**src/rtl/auto_range_histogram_macros.svh**
```systemverilog
// Assertion macros for the auto-ranging histogram.
`ifndef AUTO_RANGE_HISTOGRAM_MACROS_SVH
`define AUTO_RANGE_HISTOGRAM_MACROS_SVH
`ifndef SYNTH
`define AH_ASSERT_IMP(lbl, ante, cons) \
	lbl: assert property (@(posedge clk) disable iff (!arst_n) (ante) |-> (cons)) \
		else $error("assertion failed");
`define AH_ASSERT_NXT(lbl, ante, cons) \
	lbl: assert property (@(posedge clk) disable iff (!arst_n) (ante) |=> (cons)) \
		else $error("assertion failed");
`else
`define AH_ASSERT_IMP(lbl, ante, cons)
`define AH_ASSERT_NXT(lbl, ante, cons)
`endif
`endif

```
**src/rtl/arh_pkg.sv**
```systemverilog
// Shared types, constants and helpers of the auto-ranging histogram.
package arh_pkg;

	localparam int unsigned DEF_MAX_BINS    = 64;
	localparam int unsigned DEF_MAX_SAMPLES = 4096;

	localparam logic [6:0]  RST_BIN_COUNT = 7'd10;
	localparam logic [15:0] RST_BAR_FRAC  = 16'd52429;
	localparam logic [32:0] HALF_UNIT     = 33'h0_0000_8000;

	typedef enum logic [1:0] {
		REG_BIN_COUNT  = 2'd0,
		REG_DENSITY    = 2'd1,
		REG_CUMULATIVE = 2'd2,
		REG_BAR_FRAC   = 2'd3
	} reg_idx_t;

	typedef enum logic [1:0] {
		DIV_BAR = 2'd0,
		DIV_IDX = 2'd1,
		DIV_CTR = 2'd2,
		DIV_DEN = 2'd3
	} div_sel_t;

	typedef struct packed {
		logic     load;
		logic     clear;
		logic     range_latch;
		logic     bar_mul;
		logic     div_start;
		div_sel_t div_sel;
		logic     bar_latch;
		logic     sample_rd;
		logic     off_latch;
		logic     idx_mul;
		logic     idx_latch;
		logic     cnt_inc;
		logic     cnt_rd;
		logic     sum_latch;
		logic     ctr_latch;
		logic     den_mul;
		logic     den_latch;
		logic     out_load;
	} dp_cmd_t;

	typedef struct packed {
		logic div_done;
		logic bins_zero;
		logic sample_end;
		logic out_last;
		logic out_fire;
		logic density;
	} dp_stat_t;

	function automatic logic [31:0] sat_u32(input logic [63:0] x);
		return (|x[63:32]) ? 32'hFFFF_FFFF : x[31:0];
	endfunction

	function automatic logic [31:0] sat_s32(input logic signed [33:0] x);
		logic [31:0] r;
		if (x > 34'sh0_7FFF_FFFF)
			r = 32'h7FFF_FFFF;
		else if (x < -34'sh0_8000_0000)
			r = 32'h8000_0000;
		else
			r = x[31:0];
		return r;
	endfunction

endpackage

```
**src/rtl/arh_ctrl.sv**
```systemverilog
// Controller: sequences loading, binning and per-bin result generation.
module arh_ctrl import arh_pkg::*; (
	input  logic     clk,
	input  logic     arst_n,
	input  logic     in_valid,
	input  logic     in_last,
	output logic     in_ready,
	input  dp_stat_t stat,
	output dp_cmd_t  cmd
);

	typedef enum logic [19:0] {
		S_LOAD  = 20'h00001,
		S_RANGE = 20'h00002,
		S_BARM  = 20'h00004,
		S_BARS  = 20'h00008,
		S_BARW  = 20'h00010,
		S_RD    = 20'h00020,
		S_OFF   = 20'h00040,
		S_IMUL  = 20'h00080,
		S_IDIV  = 20'h00100,
		S_IWAIT = 20'h00200,
		S_INC   = 20'h00400,
		S_CRD   = 20'h00800,
		S_CSUM  = 20'h01000,
		S_CDIV  = 20'h02000,
		S_CWAIT = 20'h04000,
		S_DMUL  = 20'h08000,
		S_DDIV  = 20'h10000,
		S_DWAIT = 20'h20000,
		S_OUT   = 20'h40000,
		S_HOLD  = 20'h80000
	} state_t;

	state_t state_q, state_d;

	always_ff @(posedge clk or negedge arst_n) begin
		if (!arst_n)
			state_q <= S_LOAD;
		else
			state_q <= state_d;
	end

	assign in_ready = (state_q == S_LOAD);

	always_comb begin
		cmd     = '0;
		state_d = state_q;
		unique case (state_q)
			S_LOAD: begin
				cmd.load = in_valid;
				if (in_valid && in_last)
					state_d = S_RANGE;
			end
			S_RANGE: begin
				if (stat.bins_zero) begin
					cmd.clear = 1'b1;
					state_d   = S_LOAD;
				end else begin
					cmd.range_latch = 1'b1;
					state_d         = S_BARM;
				end
			end
			S_BARM: begin
				cmd.bar_mul = 1'b1;
				state_d     = S_BARS;
			end
			S_BARS: begin
				cmd.div_start = 1'b1;
				cmd.div_sel   = DIV_BAR;
				state_d       = S_BARW;
			end
			S_BARW: begin
				cmd.div_sel = DIV_BAR;
				if (stat.div_done) begin
					cmd.bar_latch = 1'b1;
					state_d       = S_RD;
				end
			end
			S_RD: begin
				cmd.sample_rd = 1'b1;
				state_d       = S_OFF;
			end
			S_OFF: begin
				cmd.off_latch = 1'b1;
				state_d       = S_IMUL;
			end
			S_IMUL: begin
				cmd.idx_mul = 1'b1;
				state_d     = S_IDIV;
			end
			S_IDIV: begin
				cmd.div_start = 1'b1;
				cmd.div_sel   = DIV_IDX;
				state_d       = S_IWAIT;
			end
			S_IWAIT: begin
				cmd.div_sel = DIV_IDX;
				if (stat.div_done) begin
					cmd.idx_latch = 1'b1;
					state_d       = S_INC;
				end
			end
			S_INC: begin
				cmd.cnt_inc = 1'b1;
				state_d     = stat.sample_end ? S_CRD : S_RD;
			end
			S_CRD: begin
				cmd.cnt_rd = 1'b1;
				state_d    = S_CSUM;
			end
			S_CSUM: begin
				cmd.sum_latch = 1'b1;
				state_d       = S_CDIV;
			end
			S_CDIV: begin
				cmd.div_start = 1'b1;
				cmd.div_sel   = DIV_CTR;
				state_d       = S_CWAIT;
			end
			S_CWAIT: begin
				cmd.div_sel = DIV_CTR;
				if (stat.div_done) begin
					cmd.ctr_latch = 1'b1;
					state_d       = stat.density ? S_DMUL : S_OUT;
				end
			end
			S_DMUL: begin
				cmd.den_mul = 1'b1;
				state_d     = S_DDIV;
			end
			S_DDIV: begin
				cmd.div_start = 1'b1;
				cmd.div_sel   = DIV_DEN;
				state_d       = S_DWAIT;
			end
			S_DWAIT: begin
				cmd.div_sel = DIV_DEN;
				if (stat.div_done) begin
					cmd.den_latch = 1'b1;
					state_d       = S_OUT;
				end
			end
			S_OUT: begin
				cmd.out_load = 1'b1;
				state_d      = S_HOLD;
			end
			S_HOLD: begin
				if (stat.out_fire) begin
					if (stat.out_last) begin
						cmd.clear = 1'b1;
						state_d   = S_LOAD;
					end else begin
						state_d = S_CRD;
					end
				end
			end
			default: begin
				state_d = S_LOAD;
			end
		endcase
	end

endmodule

```
**config.mk**
```make
export PLATFORM = sky130hd
export DESIGN_NAME = arh_ctrl
export DESIGN_NICKNAME = d
export VERILOG_FILES = /design/src/rtl/auto_range_histogram_macros.svh /design/src/rtl/arh_pkg.sv /design/src/rtl/arh_ctrl.sv
export SDC_FILE = /design/constraint.sdc
export NUM_CORES = 1
export LEC_CHECK = 0
export BUFFER_PORTS_ARGS = -buffer_cell sky130_fd_sc_hd__buf_2
export CAP_MARGIN = 20
export CORE_ASPECT_RATIO = 0.5
export CORE_UTILIZATION = 45
export CTS_BUF_LIST = sky130_fd_sc_hd__clkbuf_16
export DETAILED_ROUTE_END_ITERATION = 10
export PLACE_DENSITY = 0.77
export SLEW_MARGIN = 20
export SYNTH_ARGS = -nofsm -noshare
export SYNTH_HDL_FRONTEND = slang
export SYNTH_SLANG_ARGS = --single-unit
```
**constraint.sdc**
```tcl
create_clock -name clk -period 4.64 [get_ports clk]
set_input_delay 0 -clock clk [delete_from_list [all_inputs] [get_ports clk]]
set_output_delay 0 -clock clk [all_outputs]
set_load 0.03 [all_outputs]
```
==> out/qor.yml, run 1 <==
synth:
  synth_seq_area_share_pct: 34.6
  postSynthCellCount: 151
  synth_seq_cells: 20
  syn_avg_cell_area_sq_um: 9.61
  syn_area_sq_um: 1450
  ys_warn_count: 0
  synth_edf_count: 0
  yosysUniqueCellTypes: 47
  async_flop_share_pct: 100
  synth_ff_type: "dfrtp_1"
  syn_nets: 161
power:
  power_uw: 644
  irDropWorstVdd_v: 0.000253
  pwr_density_cell_nw_per_um2: 376
  p_leak_nw: 0.857
sta:
  tightest_slew_ns: 0.463
  hold_viol: 0
  finalSetupTns_ns: 0
  min_period_over_period_pct: 53.0
  finalSetupViolCount: 0
  skew_ns: 0.00193
  relSlewSlack_pct: 68.9
  max_freq_mhz: 407
  slew_violations: 0
  hold_ws_ns: 0.00993
  fin_crit_ns: 2.46
  rsz0062_at_grt: "no"
worst_setup_path:
  crit_fanout: 8
  crit_arrival_ns: 2.46
  crit_path_cell_trace: "nor4_2 > nand3_2 > nor3b_2 > nand4b_1 > nor2_1 > buf_2"
  critPathTopFamily: "simple AND/OR/NAND/NOR gates"
  end_kind: "output port"
  crit_type: "reg2out"
  cp_num_cells: 6
  r2r_slack_ns: 2.35
  critPathLaunchType: "register"
  cp_slowest_cell: "nor4_2"
  crit_required_ns: 4.64
  worst-path-buf-inv: 1
  reg2regPathDepth: 6
  cp_slowest_stage_delay_ns: 0.50
grt:
  grt_pass1_vias: 1182
  grt_pass1_wl_um: 5620
  antenna_found_initial: 0
  grt_max_degree: 21
  gr-total-overflow: 0
  track_usage_pct: 22.1
hold_path:
  hold_class: "in2reg"
  holdPathStages: 3
routing:
  vias_per_cell: 5.96
  dr.first_iter.drc_count: 100
  drc: 0
  antenna_left: 0
  wire_per_inst_um: 15.6
  dr.pass1.iters: 4
  drt-total-wl_um: 3440
  vias: 1311
placed_design:
  dp_cells: 214
  portBuffers: 29
  dpl.hpwl_um: 2580
  finalWeightedCongestion: 0.877
layout:
  final_cells: 220
  largest_register: "state_q"
  area_growth_pct: 18.1
  diodes: 0
  largest_reg_flops: 20
  layout.nets: 191
  drive_gt1_share_pct: 30.6
  reg.largest.list: "state_q x20"
clock_network:
  cts_max_path_buffers: 2
  cts_made_buffers: 3
  cts_setup_buffers: 0
  clk_latency_ns: 0.26
  cts.reportedPaths.clkPinSlew_ns: 0.06
  cts_tree: "yes"
  root_buffer: "clkbuf_16"
  cts_max_level: 1
  clkSinkCount: 20
run_status:
  status: "complete, no violations"
die:
  die_area_sq_um: 3470
  row_count: 14
  ios: 30
  coreArea_sq_um: 3030
  die_x_um: 82.3
  start_util_pct: 47.9
  die_y_um: 42.2
flow_run:
  max-cap-violations: 0
## layer usage
metal / part of all wire, % / track usage [%] / wire (um)
met1: 48 / 30.5 / 1650
met2: 44 / 33.6 / 1530
met3: 4.9 / 3.91 / 167
met4: 2.5 / 10.2 / 87
met5: 0 / 0 / 0
## area by class of cell
class / instances / area, sq um
sequential: 20 / 502
fill: 259 / 1320
multi-input combinational: 119 / 896
clock buffer: 3 / 75.1
tap: 40 / 50.0
inverter: 6 / 22.5
clock inverter: 1 / 3.75
timing repair buffer: 31 / 165
## logic make-up (layout without fill, tap and decap cells)
group                     after synthesis  count (layout)  share of synthesized area, %
DFF                                    20              20                          34.6
buffers and inverters                  12              41                          3.71
AOI/OAI and AO/OA                      18              18                          10.3
and+or+nand+nor                        96              96                          48.4
xor gates and xnor gates                5               5                          3.02
## worst paths after layout
| kind | start | endpoint |
|---|---|---|
| setup / recovery | state_q[17]$_DFFE_PN0P_ | cmd[3] |
| hold / removal | stat[3] | state_q[11]$_DFFE_PN0P_ |
| setup reg to reg | state_q[5]$_DFFE_PN0P_ | state_q[14]$_DFFE_PN0P_ |
| hold reg to reg | state_q[0]$_DFFE_PN1P_ | state_q[0]$_DFFE_PN1P_ |
| max in group asynchronous | arst_n | state_q[0]$_DFFE_PN1P_ |
| min in group asynchronous | arst_n | state_q[1]$_DFFE_PN0P_ |
## cell usage in the layout (no fill, tap or decap), drive strengths merged, types with 6 or more instances in the layout
cell type  netlist  routed
buf              4      29
nor2            22      22
dfrtp           19      19
nand2           11      11
nor4            10      10
nor4b            9       9
inv              6       7
nand3            7       7
nor3             6       6
## power by group
group / total (mW) / internal, mW / switching [mW]
combinational: 0.252 / 0.0887 / 0.164
sequential: 0.208 / 0.189 / 0.0193
clock: 0.183 / 0.115 / 0.0682
## worst min-delay path: stages
cell and delay, ns:
buf_2 0.09, a2bb2oi_1 0.05, nor2_1 0.09
## repair_timing
action	in CTS	in global routing
hold endpoints to repair	20	0
hold buffers	2	0
resized for setup	0	0
## cells in the mapped netlist (all sizes together) (5+ instances only)
master	n	area [sq um]
and4b	5	50.1
dfrtp	19	475
inv	6	22.5
nand2	11	41.3
nand3	7	45.0
nand4b	5	43.8
nor2	22	82.6
nor3	6	35.0
nor4	10	135
nor4b	9	113
o21ai	5	36.3
## per-stage QoR
| step | cell area [sq um] | worst slack (ns) | utilization (%) |
|---|---|---|---|
| 2_1_floorplan | 1450 | 2.12 | - |
| 3_3_place_gp | 1620 | 2.49 | 53.3 |
| 3_5_place_dp | 1620 | 2.36 | 53.3 |
| 4_1_cts | 1710 | 2.22 | 56.6 |
| 5_1_grt | 1710 | 2.05 | 56.6 |
| 6_report | 1710 | 2.18 | 56.6 |
Note: power is estimated with default switching activity, not from simulation.
==> run 2, diff against run 1 <==
--- a/config.mk
+++ b/config.mk
@@ -5,6 +5,7 @@
 export SDC_FILE = /design/constraint.sdc
 export NUM_CORES = 1
 export LEC_CHECK = 0
+export ABC_AREA = 1
 export BUFFER_PORTS_ARGS = -buffer_cell sky130_fd_sc_hd__buf_2
 export CAP_MARGIN = 20
 export CORE_ASPECT_RATIO = 0.5
==> constraint.sdc (replaced) <==
create_clock -name clk -period 2.5 [get_ports clk]
set_input_delay 0 -clock clk [delete_from_list [all_inputs] [get_ports clk]]
set_output_delay 0 -clock clk [all_outputs]
set_load 0.03 [all_outputs]
==> out/qor.yml, run 2 <==
layout:
  final_cell_mix: "nor2_1 (39), inv_1 (35), buf_2 (29)"
  layout.nets: 242
  largest_register: "state_q"
  largest_reg_flops: 20
  final_cells: 268
  reg.largest.list: "state_q x20"
  fillerInstances: 238
  area_growth_pct: 23.5
  final_common_cell: "nor2_1"
  drive_gt1_share_pct: 29.0
  regArea_sq_um: 502
  multi_input_area_sq_um: 742
  diodes: 0
synth:
  synth_edf_count: 0
  syn_avg_cell_area_sq_um: 7.12
  yosysUniqueCellTypes: 25
  postSynthCellCount: 195
  synth_most_common_cell: "nor2_1"
  synthTopCellsByArea: "dfrtp_1 (34%), nor2_1 (11%), inv_1 (9.5%)"
  ys_warn_count: 0
  async_flop_share_pct: 100
  synthTopCellsByCount: "nor2_1 (39), inv_1 (35), nand2_1 (26), dfrtp_1 (19), nand3_1 (18)"
  synth_ff_type: "dfrtp_1"
  synth_seq_cells: 20
  synth_top_cell_area_share_pct: 34.2
  syn_nets: 205
  syn_area_sq_um: 1390
  yosysTopAreaCell: "dfrtp_1"
  synth_seq_area_share_pct: 36.1
power:
  p_leak_nw: 0.989
  irDropWorstVdd_v: 0.000418
  pwr_density_cell_nw_per_um2: 740
sta:
  max_freq_mhz: 524
  skew_ns: 0.00663
  finalSetupViolCount: 0
  relSlewSlack_pct: 69.9
  tightest_slew_ns: 0.452
  hold_viol: 0
  finalSetupTns_ns: 0
  rsz0062_at_grt: "no"
  slew_violations: 0
  fin_crit_ns: 1.91
  min_period_over_period_pct: 76.4
worst_setup_path:
  crit_type: "reg2out"
  end_kind: "output port"
  crit_arrival_ns: 1.91
  critPathLaunchType: "register"
  r2r_slack_ns: 0.79
  crit_required_ns: 2.50
  crit_fanout: 3
die:
  die_y_um: 41.3
  ios: 30
  die_x_um: 80.6
  die_area_sq_um: 3330
  coreArea_sq_um: 2750
  row_count: 13
  start_util_pct: 50.5
clock_network:
  ctsResizeCount: 0
  cts_setup_buffers: 0
  cts_max_path_buffers: 2
  clkSinkCount: 20
  cts_tree: "yes"
  cts_max_level: 1
  clk_latency_ns: 0.26
  cts-hold-fix-buffers: 3
  cts.reportedPaths.clkPinSlew_ns: 0.06
  cts_made_buffers: 3
  root_buffer: "clkbuf_16"
routing:
  routed-wl-met3_um: 264
  drt-total-wl_um: 3410
  wire_per_inst_um: 12.7
  wl_met2_um: 1390
  dr.first_iter.drc_count: 127
  drc: 0
  wl_met1_um: 1710
  vias_per_cell: 4.97
  vias: 1333
  top_layer: "met4"
  antenna_left: 0
  dr.pass1.iters: 4
grt:
  grt_pass1_vias: 1136
  antenna_found_initial: 0
  grt_pass1_wl_um: 5360
  grt_max_degree: 21
  track_usage_pct: 23.9
  gr-total-overflow: 0
flow_run:
  max-cap-violations: 0
hold_path:
  hold_class: "in2reg"
placed_design:
  dp_cells: 261
  finalWeightedCongestion: 0.951
  dpl.hpwl_um: 2810
  portBuffers: 29
run_status:
  status: "complete, no violations"
## run 2: cell count changes in the layout (fill, tap and decap cells not counted), moves of 6 or more
cell     delta
nand2_2     +6
nor2_1     +17
nor2_4      +6
nor2_2      +6
nand2_1    +15
nand3_1    +13
inv_1      +28
## run 2: worst paths after layout
| check | from | endpoint | cells past startpoint |
|---|---|---|---|
| setup / recovery | state_q[16]$_DFFE_PN0P_ | cmd[17] | 8 |
| hold / removal | stat[0] | state_q[18]$_DFFE_PN0P_ | 3 |
| setup reg to reg | state_q[0]$_DFFE_PN1P_ | state_q[0]$_DFFE_PN1P_ | 10 |
| hold reg to reg | state_q[0]$_DFFE_PN1P_ | state_q[0]$_DFFE_PN1P_ | 2 |
| max in group asynchronous | arst_n | state_q[0]$_DFFE_PN1P_ | 2 |
| min in group asynchronous | arst_n | state_q[4]$_DFFE_PN0P_ | 2 |
## run 2: kinds of logic (layout without fill, tap and decap cells)
family / after synthesis / count (layout) / synth area share [%]
and+or+nand+nor: 124 / 124 / 47.3
DFF: 20 / 20 / 36.1
AOI/OAI and AO/OA: 13 / 13 / 6.12
buffers and inverters: 38 / 74 / 10.5
## run 2: area by class of cell
| class | count | share of cell area, % |
|---|---|---|
| multi-input cells | 137 | 43.3 |
| flip-flops and latches | 20 | 29.2 |
| repair buffers | 32 | 10.2 |
| inverters | 38 | 8.46 |
| clock buffers | 3 | 4.38 |
| well taps | 37 | 2.70 |
| clock inverters | 1 | 1.75 |
## run 2: worst max-delay path: stages (launching register included)
cell	delay, ns
dfrtp_1	0.41
inv_1	0.08
nand2_1	0.07
nor3_1	0.35
nand3_1	0.20
o21ai_1	0.16
inv_1	0.07
a21oi_1	0.11
buf_2	0.21
## run 2: through the flow
stage	hold slack [ns]	worst slack (ns)	utilization, %	power, mW	instance area (sq um)
after floorplan	-0.296	0.891	-	0.727	1390
after global placement	-0.0309	0.818	57.5	0.822	1580
after detailed placement	-0.0274	0.810	57.5	0.828	1580
after CTS	0.0103	0.616	62.4	1.28	1720
after global routing	0.0119	0.427	62.4	1.36	1720
final	0.0191	0.590	62.4	1.27	1720
## run 2: power by group
part	total (mW)	internal, mW	switching, mW	leakage (nW)
clock network	0.440	0.318	0.122	0.0511
registers	0.380	0.351	0.0284	0.275
logic	0.450	0.141	0.309	0.663
total	1.27	0.810	0.459	0.989
## run 2: per-layer routing
| metal | GRT usage [%] | vias to the layer above |
|---|---|---|
| met5 | 0 | - |
| met4 | 9.38 | 0 |
| met3 | 5.33 | 5 |
| met2 | 37.1 | 37 |
| met1 | 32.9 | 609 |
| li1 | - | 682 |
